[config.mk]
export PLATFORM = sky130hd
export DESIGN_NAME = solar_heater_hysteresis_controller
export DESIGN_NICKNAME = d
export VERILOG_FILES = /design/src/design/shc_pkg.sv /design/src/design/shc_decide.sv /design/src/design/solar_heater_hysteresis_controller.sv
export VERILOG_INCLUDE_DIRS = /design/src /design/src/design
export SDC_FILE = /design/constraint.sdc
export NUM_CORES = 1
export LEC_CHECK = 0
export BUFFER_PORTS_ARGS = -buffer_cell sky130_fd_sc_hd__buf_2
export CAP_MARGIN = 5
export CORE_UTILIZATION = 45
export DETAILED_ROUTE_END_ITERATION = 8
export PLACE_DENSITY_LB_ADDON = 0.05
export REMOVE_ABC_BUFFERS = 1
export SYNTH_ARGS = -nofsm -noshare
export SYNTH_HDL_FRONTEND = slang
export SYNTH_SLANG_ARGS = --single-unit
[constraint.sdc]
create_clock -name clk -period 12.2 [get_ports clk]
set_input_delay 0.61 -clock clk [delete_from_list [all_inputs] [get_ports clk]]
set_output_delay 0.61 -clock clk [all_outputs]
set_load 0.02 [all_outputs]
[src/design/solar_heater_hysteresis_controller_macros.svh]
// ----------------------------------------------------------------------------
// Solar heater controller assertion macros
// Concurrent assertion shorthands clocked on clk and disabled in reset.
// ----------------------------------------------------------------------------
`ifndef SOLAR_HEATER_HYSTERESIS_CONTROLLER_MACROS_SVH
`define SOLAR_HEATER_HYSTERESIS_CONTROLLER_MACROS_SVH

// Check cons in the same cycle as ante
`define SHC_ASSERT_SAME(label, ante, cons) \
  label: assert property (@(posedge clk) disable iff (!rst_n) (ante) |-> (cons)) \
    else $error("shc same-cycle check failed");

// Check cons in the cycle after ante
`define SHC_ASSERT_NEXT(label, ante, cons) \
  label: assert property (@(posedge clk) disable iff (!rst_n) (ante) |=> (cons)) \
    else $error("shc next-cycle check failed");

`endif

[src/design/shc_pkg.sv]
// ----------------------------------------------------------------------------
// shc_pkg
// Types, widths and constants shared by the solar heater controller.
// ----------------------------------------------------------------------------
package shc_pkg;

  // Field widths
  localparam int LEVEL_W    = 12;
  localparam int TEMP_W     = 15;
  localparam int LTGT_W     = 10;
  localparam int TTGT_W     = 13;
  localparam int CFG_IDX_W  = 8;
  localparam int CFG_DATA_W = 13;
  localparam int MASK_W     = 5;
  // Signed width that holds every scaled product without overflow
  localparam int PROD_W     = 24;

  typedef logic signed [PROD_W-1:0] prod_t;

  // Band scale factors (percent, or half-percent for the outlet close band)
  localparam prod_t K99  = prod_t'(99);
  localparam prod_t K100 = prod_t'(100);
  localparam prod_t K101 = prod_t'(101);
  localparam prod_t K102 = prod_t'(102);
  localparam prod_t K199 = prod_t'(199);
  localparam prod_t K200 = prod_t'(200);

  // Register indexes on the configuration port
  typedef enum logic [CFG_IDX_W-1:0] {
    REG_LEVEL_TARGET  = 8'd0,
    REG_LEVEL_ENABLE  = 8'd1,
    REG_BOILER_TARGET = 8'd2,
    REG_BOILER_ENABLE = 8'd3,
    REG_PIPE_TARGET   = 8'd4,
    REG_PIPE_ENABLE   = 8'd5
  } reg_idx_t;

  // Actuator flags, bit 0 is the inlet valve
  typedef struct packed {
    logic recirc;
    logic heater;
    logic collector;
    logic outlet;
    logic inlet;
  } flags_t;

  // One sensor sample
  typedef struct packed {
    logic        [LEVEL_W-1:0] level_mm;
    logic signed [TEMP_W-1:0]  boiler_temp;
    logic signed [TEMP_W-1:0]  pipe_temp;
    logic signed [TEMP_W-1:0]  collector_temp;
  } sample_t;

  // Loop setpoints and enables
  typedef struct packed {
    logic [LTGT_W-1:0] level_target;
    logic              level_enable;
    logic [TTGT_W-1:0] boiler_target;
    logic              boiler_enable;
    logic [TTGT_W-1:0] pipe_target;
    logic              pipe_enable;
  } cfg_t;

  // Widen an unsigned level to the product width
  function automatic prod_t widen_level(input logic [LEVEL_W-1:0] v);
    return prod_t'({{(PROD_W-LEVEL_W){1'b0}}, v});
  endfunction

  // Widen an unsigned target to the product width
  function automatic prod_t widen_target(input logic [TTGT_W-1:0] v);
    return prod_t'({{(PROD_W-TTGT_W){1'b0}}, v});
  endfunction

  // Sign-extend a temperature to the product width
  function automatic prod_t widen_temp(input logic [TEMP_W-1:0] v);
    return prod_t'({{(PROD_W-TEMP_W){v[TEMP_W-1]}}, v});
  endfunction

endpackage

[src/design/shc_decide.sv]
// ----------------------------------------------------------------------------
// shc_decide
// Hysteresis decisions for the level, boiler and pipe loops of one sample.
// ----------------------------------------------------------------------------
module shc_decide (
  input  shc_pkg::sample_t              sample,
  input  shc_pkg::cfg_t                 cfg,
  input  shc_pkg::flags_t               flags_cur,
  output shc_pkg::flags_t               flags_nxt,
  output logic [shc_pkg::MASK_W-1:0]    mask_nxt
);

  shc_pkg::prod_t lvl, bt, pt, ct, lt, btg, ptg;
  logic inlet_on_c, inlet_off_c, outlet_on_c, outlet_off_c;
  logic boil_low_c, boil_high_c, coll_hot_c;
  logic pipe_low_c, pipe_high_c, boil_hot_c;

  // Widen operands
  assign lvl = shc_pkg::widen_level(sample.level_mm);
  assign bt  = shc_pkg::widen_temp(sample.boiler_temp);
  assign pt  = shc_pkg::widen_temp(sample.pipe_temp);
  assign ct  = shc_pkg::widen_temp(sample.collector_temp);
  assign lt  = shc_pkg::widen_target({{(shc_pkg::TTGT_W-shc_pkg::LTGT_W){1'b0}},
                                      cfg.level_target});
  assign btg = shc_pkg::widen_target(cfg.boiler_target);
  assign ptg = shc_pkg::widen_target(cfg.pipe_target);

  // Level bands
  assign inlet_on_c   = (lvl * shc_pkg::K100) < (lt * shc_pkg::K99);
  assign inlet_off_c  = (lvl * shc_pkg::K100) > (lt * shc_pkg::K101);
  assign outlet_on_c  = (lvl * shc_pkg::K100) > (lt * shc_pkg::K102);
  assign outlet_off_c = (lvl * shc_pkg::K200) < (lt * shc_pkg::K199);

  // Boiler bands and collector gain
  assign boil_low_c  = (bt * shc_pkg::K100) < (btg * shc_pkg::K99);
  assign boil_high_c = (bt * shc_pkg::K100) > (btg * shc_pkg::K101);
  assign coll_hot_c  = (ct * shc_pkg::K100) > (bt * shc_pkg::K101);

  // Pipe bands and boiler gain
  assign pipe_low_c  = (pt * shc_pkg::K100) < (ptg * shc_pkg::K99);
  assign pipe_high_c = (pt * shc_pkg::K100) > (ptg * shc_pkg::K101);
  assign boil_hot_c  = (bt * shc_pkg::K100) > (pt * shc_pkg::K101);

  // Apply each enabled loop; hold flags inside the band
  always_comb begin
    flags_nxt = flags_cur;
    mask_nxt  = '0;
    if (cfg.level_enable) begin
      if (inlet_on_c) begin
        flags_nxt.inlet = 1'b1;
        mask_nxt[0]     = 1'b1;
      end else if (inlet_off_c) begin
        flags_nxt.inlet = 1'b0;
        mask_nxt[0]     = 1'b1;
      end
      if (outlet_on_c) begin
        flags_nxt.outlet = 1'b1;
        mask_nxt[1]      = 1'b1;
      end else if (outlet_off_c) begin
        flags_nxt.outlet = 1'b0;
        mask_nxt[1]      = 1'b1;
      end
    end
    if (cfg.boiler_enable) begin
      if (boil_low_c) begin
        if (coll_hot_c) begin
          flags_nxt.collector = 1'b1;
          mask_nxt[2]         = 1'b1;
        end
        flags_nxt.heater = 1'b1;
        mask_nxt[3]      = 1'b1;
      end else if (boil_high_c) begin
        flags_nxt.collector = 1'b0;
        mask_nxt[2]         = 1'b1;
        flags_nxt.heater    = 1'b0;
        mask_nxt[3]         = 1'b1;
      end
    end
    if (cfg.pipe_enable) begin
      if (pipe_low_c) begin
        if (boil_hot_c) begin
          flags_nxt.recirc = 1'b1;
          mask_nxt[4]      = 1'b1;
        end
      end else if (pipe_high_c) begin
        flags_nxt.recirc = 1'b0;
        mask_nxt[4]      = 1'b1;
      end
    end
  end

endmodule

[src/design/solar_heater_hysteresis_controller.sv]
// ----------------------------------------------------------------------------
// solar_heater_hysteresis_controller
// Bang-bang level and temperature control of a solar water heater.
// ----------------------------------------------------------------------------
// Usage:
//   in_*   : one sensor sample per transaction (level, boiler, pipe and
//            collector temperatures), valid/ready.
//   out_*  : one result per sample: five actuator states after the step and
//            a mask of the actuators commanded in that step, valid/ready.
//   cfg_*  : register writes (index, data), always ready; write only while
//            no sample is in flight.
//   Path: an accepted sample waits in the input register, then its decision
//   is captured in the result register (one input register, one result register).
//   Throughput: one sample per cycle while out_ready is high; the decision is
//   a single pass of constant multiplies and compares between the two registers.
//   Reset: all targets, enables and actuator flags clear to zero; no
//   transaction is pending.
//   Stall: while out_ready is low the result holds, the input register
//   still takes one more sample, then in_ready drops until the result leaves.
// ----------------------------------------------------------------------------
`include "solar_heater_hysteresis_controller_macros.svh"

module solar_heater_hysteresis_controller (
  input  logic                                 clk,
  input  logic                                 rst_n,
  // Configuration
  input  logic                                 cfg_valid,
  output logic                                 cfg_ready,
  input  logic [shc_pkg::CFG_IDX_W-1:0]        cfg_index,
  input  logic [shc_pkg::CFG_DATA_W-1:0]       cfg_data,
  // Samples
  input  logic                                 in_valid,
  output logic                                 in_ready,
  input  logic [shc_pkg::LEVEL_W-1:0]          in_level_mm,
  input  logic signed [shc_pkg::TEMP_W-1:0]    in_boiler_temp,
  input  logic signed [shc_pkg::TEMP_W-1:0]    in_pipe_temp,
  input  logic signed [shc_pkg::TEMP_W-1:0]    in_collector_temp,
  // Results
  output logic                                 out_valid,
  input  logic                                 out_ready,
  output logic                                 out_inlet_on,
  output logic                                 out_outlet_on,
  output logic                                 out_collector_pump_on,
  output logic                                 out_heater_on,
  output logic                                 out_recirc_pump_on,
  output logic [shc_pkg::MASK_W-1:0]           out_command_mask
);

  shc_pkg::cfg_t    cfg_r;
  shc_pkg::sample_t sample_r;
  logic             sample_valid_r;
  shc_pkg::flags_t  flags_r, flags_nxt;
  logic [shc_pkg::MASK_W-1:0] mask_r, mask_nxt;
  logic             out_valid_r;
  logic             advance;

  assign cfg_ready = 1'b1;

  // Register writes
  always_ff @(posedge clk) begin
    if (!rst_n) begin
      cfg_r <= '0;
    end else if (cfg_valid && cfg_ready) begin
      case (cfg_index)
        shc_pkg::REG_LEVEL_TARGET:  cfg_r.level_target  <= cfg_data[shc_pkg::LTGT_W-1:0];
        shc_pkg::REG_LEVEL_ENABLE:  cfg_r.level_enable  <= cfg_data[0];
        shc_pkg::REG_BOILER_TARGET: cfg_r.boiler_target <= cfg_data[shc_pkg::TTGT_W-1:0];
        shc_pkg::REG_BOILER_ENABLE: cfg_r.boiler_enable <= cfg_data[0];
        shc_pkg::REG_PIPE_TARGET:   cfg_r.pipe_target   <= cfg_data[shc_pkg::TTGT_W-1:0];
        shc_pkg::REG_PIPE_ENABLE:   cfg_r.pipe_enable   <= cfg_data[0];
        default: ;
      endcase
    end
  end

  // Move the held sample into the result stage when that stage is free
  assign advance  = sample_valid_r && (!out_valid_r || out_ready);
  assign in_ready = !sample_valid_r || advance;

  // Input register
  always_ff @(posedge clk) begin
    if (!rst_n) begin
      sample_valid_r <= 1'b0;
    end else if (in_ready) begin
      sample_valid_r <= in_valid;
    end
  end

  always_ff @(posedge clk) begin
    if (in_valid && in_ready) begin
      sample_r.level_mm       <= in_level_mm;
      sample_r.boiler_temp    <= in_boiler_temp;
      sample_r.pipe_temp      <= in_pipe_temp;
      sample_r.collector_temp <= in_collector_temp;
    end
  end

  // Loop decisions
  shc_decide u_decide (
    .sample    (sample_r),
    .cfg       (cfg_r),
    .flags_cur (flags_r),
    .flags_nxt (flags_nxt),
    .mask_nxt  (mask_nxt)
  );

  // Actuator state and result register; flags change only on advance
  always_ff @(posedge clk) begin
    if (!rst_n) begin
      flags_r     <= '0;
      out_valid_r <= 1'b0;
    end else begin
      if (advance) begin
        flags_r     <= flags_nxt;
        out_valid_r <= 1'b1;
      end else if (out_ready) begin
        out_valid_r <= 1'b0;
      end
    end
  end

  always_ff @(posedge clk) begin
    if (advance) begin
      mask_r <= mask_nxt;
    end
  end

  // Drive result ports
  assign out_valid             = out_valid_r;
  assign out_inlet_on          = flags_r.inlet;
  assign out_outlet_on         = flags_r.outlet;
  assign out_collector_pump_on = flags_r.collector;
  assign out_heater_on         = flags_r.heater;
  assign out_recirc_pump_on    = flags_r.recirc;
  assign out_command_mask      = mask_r;

  // A flag only changes when its actuator was commanded
  `SHC_ASSERT_NEXT(a_flag_change_commanded, advance, ((flags_r ^ $past(flags_r)) & ~mask_r) == '0)
  // Disabled level loop commands neither valve
  `SHC_ASSERT_NEXT(a_level_idle, advance && !cfg_r.level_enable, mask_r[1:0] == 2'b00)
  // Collector pump is only switched on together with the heater
  `SHC_ASSERT_SAME(a_collector_with_heater, advance && mask_nxt[2] && flags_nxt.collector,
                   flags_nxt.heater && mask_nxt[3])
  // Inlet and outlet never both commanded open in one step
  `SHC_ASSERT_SAME(a_valves_exclusive, advance && mask_nxt[0] && mask_nxt[1],
                   !(flags_nxt.inlet && flags_nxt.outlet))

endmodule

==> results.txt <==
Relative to the synthesized area, the layout overhead comes to 6.53%. The net count of the finished layout was 3,953; the post-synthesis sequential area ratio was 10.8%. Counting along the longest clock path gives a buffer depth of 2. Final worst slack: 5.81 ns. The die area was 58,300 sq um; the number of buffers inserted by port buffering was 94.

The flow ran to the end, and the final reports show no timing, DRC or antenna violations. The clock period could shrink to 6.39 ns. The fraction of the cycle the final worst path needs came out at 52.4%. Once the clock tree was built, the setup fixing pass inserted 0 buffers. Endpoint of the worst-slack reg-to-reg timing path: out_command_mask[2].

The die is 241 um wide. The tree is rooted in a sky130_fd_sc_hd__clkbuf_16. Sorting the synthesized cells by area gives the leading types as sky130_fd_sc_hd__ha_1 36%, sky130_fd_sc_hd__fa_1 13%, sky130_fd_sc_hd__inv_1 7.8%. The half-perimeter wire length after placement was 56.5 mm; the fraction of synthesized cell area taken by the top area cell type was 36.0%. The via total after detailed routing is 19,700. For the worst-skew pair, the clock arrives at the later sink with an insertion delay of 0.41 ns. In the global route stage, overall resource usage came out at 22.7%. Clock-pin slew was measured on the worst setup and hold paths at 0.11 ns. The tools report the arrival time at the worst endpoint as 6.53 ns. Across the run, the number of max-cap violations was 0. The initialized floorplan defines 87 standard-cell rows. The transition time at the pin with the least slew margin works out to 1.23 ns. The classification of the worst setup path is flop to flop.

The logs give 0 for the total global routing overflow and 5.94 ns for the worst slack after detailed placement. The hold path depth is 1, and the largest net degree at the start of global routing is 58. The run gives 0.866 as the weighted congestion at the end of routability-driven global placement.

The number of flops mapped to enable cells by yosys was 62; the first-pass GRT wire length was 104 mm. At the worst endpoint, the required time is 12.34 ns. The count of pins on the block boundary was 96; the per-cell routed wire length was 17.3 um. Setup slack on the worst reg-to-reg path comes out at 5.81 ns. The number of antenna violations at the first check in global routing is 3, and the count of hold buffers inserted by post-cts repair is 0.

The core region is 56,500 sq um. Yosys printed 0 warnings. For the post-cts sizing count, the log shows 0. The classification of the worst-slack hold path is input pin to flop.

The maximum resistive drop on vdd came out at 0.114 mV. In this run, synthesis produced a sequential element count of 108. The startpoint identified for the worst register-to-register timing path is cfg_r[21]. The number of optimization iterations in the first detailed-route pass is 5. The logs give 0.0249 ns for the worst clock skew and 0 ns for the total negative setup slack.

The mean instance size in the synthesized netlist is 8.99 sq um. TritonCTS built the clock tree. The logs give 0.157 GHz for the highest clock frequency the design can meet and 3 for the number of H-tree levels. For the clock sink count, the log shows 108. The post-synthesis cell count came out at 2,872. The initial core utilization is 45.7%, and the critical-path maximum fanout is 7. For the clock buffer count from CTS, the log shows 9. Most instantiated flip-flop cell in the synthesis netlist: sky130_fd_sc_hd__edfxtp_1. The height of the chip works out to 241 um. The via count of the first global-routing pass was 19,800.

The leakage power summed over all cells is 14.8 nW, and the post-route DRC violation count is 0. Power spread over the standard cell area amounts to 109 nW/um^2. The number of slew-limit violations in the final report is 0. For the total non-filler cell area in the finished layout, the log shows 27,500 sq um.

Start point of the worst hold path: in_boiler_temp[14]. After synthesis, the most frequently instantiated cells are 742 x sky130_fd_sc_hd__ha_1, 535 x sky130_fd_sc_hd__inv_1, 166 x sky130_fd_sc_hd__fa_1, 164 x sky130_fd_sc_hd__a21oi_1, 124 x sky130_fd_sc_hd__nand2_1. The worst setup path is launched from a flop. Counting flops with an async set or reset pin after synthesis yields a share of 0%. The tools report the tightest slew margin relative to the limit as 16.1%. Post-route antenna net violation count: 0. In this run the cell area measured after placement is 27,200 sq um. The count of endpoints failing setup in the final report was 0; the number of DRC markers in iteration 0 was 839. Cell type contributing the most total cell area after synthesis: sky130_fd_sc_hd__ha_1. By instance count, the leading cell after synthesis is sky130_fd_sc_hd__ha_1.

The path depth of the worst reg2reg path came out at 24. After synthesis the cells add up to 25,800 sq um. The kind of end point of the critical path was a flop. The final routed wirelength across all metal layers is 64.4 mm, and the fraction of final layout cells sized beyond drive strength 1 is 5.06%.

The final count of hold timing violations is 0. Total power after layout: 0.00298 W. The number of vias per cell was 5.30.

The number of library cell types mapped by synthesis is 81. Setup repair after global routing left no endpoint under its margin. The path with the worst hold slack has its endpoint at sample_r[44].
==> through the flow <==
step	utilization (%)	hold WS, ns	std cells
6_report	48.7	0.369	3725
5_1_grt	48.7	0.354	3725
4_1_cts	48.7	0.334	3723
3_5_place_dp	48.1	0.478	3707
3_3_place_gp	48.1	0.467	3707
2_1_floorplan	-	0.474	2851
==> final cells by class <==
class,count,area (sq um)
antenna,2,5.00
clock buffer,10,239
clock inverter,6,62.6
fill,5471,29000
inverter,535,2010
multi-input combinational,2208,20900
sequential,108,2780
tap,756,946
timing repair buffer,100,515
==> worst max-delay path: stages (launching register included) <==
cell	delay, ns
sky130_fd_sc_hd__dfxtp_1	0.64
sky130_fd_sc_hd__ha_1	0.37
sky130_fd_sc_hd__fa_1	0.48
sky130_fd_sc_hd__ha_1	0.29
sky130_fd_sc_hd__inv_1	0.05
sky130_fd_sc_hd__fa_1	0.49
sky130_fd_sc_hd__inv_1	0.05
sky130_fd_sc_hd__ha_1	0.37
sky130_fd_sc_hd__and3_1	0.20
sky130_fd_sc_hd__a21oi_1	0.11
sky130_fd_sc_hd__o21ai_0	0.14
sky130_fd_sc_hd__o41ai_1	0.74
sky130_fd_sc_hd__o2111ai_1	0.25
sky130_fd_sc_hd__a21oi_1	0.22
sky130_fd_sc_hd__xor2_1	0.17
sky130_fd_sc_hd__ha_1	0.28
sky130_fd_sc_hd__a21oi_1	0.16
sky130_fd_sc_hd__nand2_1	0.07
sky130_fd_sc_hd__a21oi_1	0.14
sky130_fd_sc_hd__o21ai_0	0.12
sky130_fd_sc_hd__a21oi_1	0.13
sky130_fd_sc_hd__a31oi_1	0.05
sky130_fd_sc_hd__a21oi_1	0.32
sky130_fd_sc_hd__a21boi_1	0.14
sky130_fd_sc_hd__a21boi_1	0.15
==> worst max path at each step <==
stage,start,endpoint,depth (start not counted)
6_report,cfg_r[21],out_command_mask[2],24
5_1_grt,cfg_r[18],out_command_mask[2],23
4_1_cts,cfg_r[20],out_command_mask[2],24
3_5_place_dp,cfg_r[21],out_command_mask[2],24
3_3_place_gp,cfg_r[21],out_command_mask[2],24
2_1_floorplan,cfg_r[17],out_command_mask[2],23
==> cells in the final DEF, fill, tap and decap left out, types with 6 or more instances in the layout <==
| cell type | n |
|---|---|
| sky130_fd_sc_hd__o21ai_0 | 69 |
| sky130_fd_sc_hd__a21o_1 | 74 |
| sky130_fd_sc_hd__a211oi_1 | 13 |
| sky130_fd_sc_hd__a2111oi_0 | 8 |
| sky130_fd_sc_hd__and3_1 | 22 |
| sky130_fd_sc_hd__or3_1 | 11 |
| sky130_fd_sc_hd__nor2_1 | 109 |
| sky130_fd_sc_hd__a211o_1 | 16 |
| sky130_fd_sc_hd__nor2b_1 | 45 |
| sky130_fd_sc_hd__o41ai_1 | 8 |
| sky130_fd_sc_hd__o31a_1 | 6 |
| sky130_fd_sc_hd__dfxtp_1 | 46 |
| sky130_fd_sc_hd__o21bai_1 | 31 |
| sky130_fd_sc_hd__nand3_1 | 46 |
| sky130_fd_sc_hd__o211ai_1 | 15 |
| sky130_fd_sc_hd__buf_2 | 94 |
| sky130_fd_sc_hd__ha_1 | 742 |
| sky130_fd_sc_hd__o21ai_1 | 8 |
| sky130_fd_sc_hd__nand2_1 | 124 |
| sky130_fd_sc_hd__o31ai_1 | 9 |
| sky130_fd_sc_hd__nor3_1 | 46 |
| sky130_fd_sc_hd__a21oi_1 | 164 |
| sky130_fd_sc_hd__edfxtp_1 | 62 |
| sky130_fd_sc_hd__buf_4 | 6 |
| sky130_fd_sc_hd__clkbuf_16 | 9 |
| sky130_fd_sc_hd__o21a_1 | 32 |
| sky130_fd_sc_hd__fa_1 | 166 |
| sky130_fd_sc_hd__or2_2 | 16 |
| sky130_fd_sc_hd__mux2i_1 | 23 |
| sky130_fd_sc_hd__a31o_2 | 6 |
| sky130_fd_sc_hd__xnor2_1 | 101 |
| sky130_fd_sc_hd__xor2_1 | 110 |
| sky130_fd_sc_hd__a21boi_0 | 28 |
| sky130_fd_sc_hd__a31oi_1 | 20 |
| sky130_fd_sc_hd__nand4_1 | 34 |
| sky130_fd_sc_hd__nand2b_1 | 17 |
| sky130_fd_sc_hd__nor4_1 | 10 |
| sky130_fd_sc_hd__o2111ai_1 | 8 |
| sky130_fd_sc_hd__inv_1 | 535 |
==> power by group <==
part / switching, W / internal [W] / total (W)
Sequential: 0.0000187 / 0.000399 / 0.000418
Combinational: 0.00126 / 0.000975 / 0.00224
Clock: 0.000178 / 0.000150 / 0.000328
==> cell families (layout without fill, tap and decap cells) <==
family	after synthesis	after routing	synth area share, %
DFF	108	108	10.8
other	1	3	0.0145
AOI/OAI and AO/OA	555	555	14.3
and+or+nand+nor	508	508	9.77
adders and majority gates	908	908	48.9
buffers and inverters	556	651	8.14
xor gates and xnor gates	211	211	7.16
muxes	25	25	0.979
==> registers in the layout, indices dropped and copies added (netlist names) <==
name	cells
sample_r	57
out_recirc_pump_on	1
out_heater_on	1
out_command_mask	5
out_valid	1
out_collector_pump_on	1
cfg_r	39
sample_valid_r	1
out_outlet_on	1
out_inlet_on	1
==> routing by layer <==
layer  global-route usage [%]  vias to the layer above  wire, um  share of wire [%]
met3                     2.19                       36      1840                2.8
met4                     4.81                        0      1090                1.7
met2                     39.0                      228     30300                 47
met5                        0                        -         0                  0
li1                         -                    10100         -                  -
met1                     30.8                     9360     31200                 48
Power figures use the tool's default switching activity.
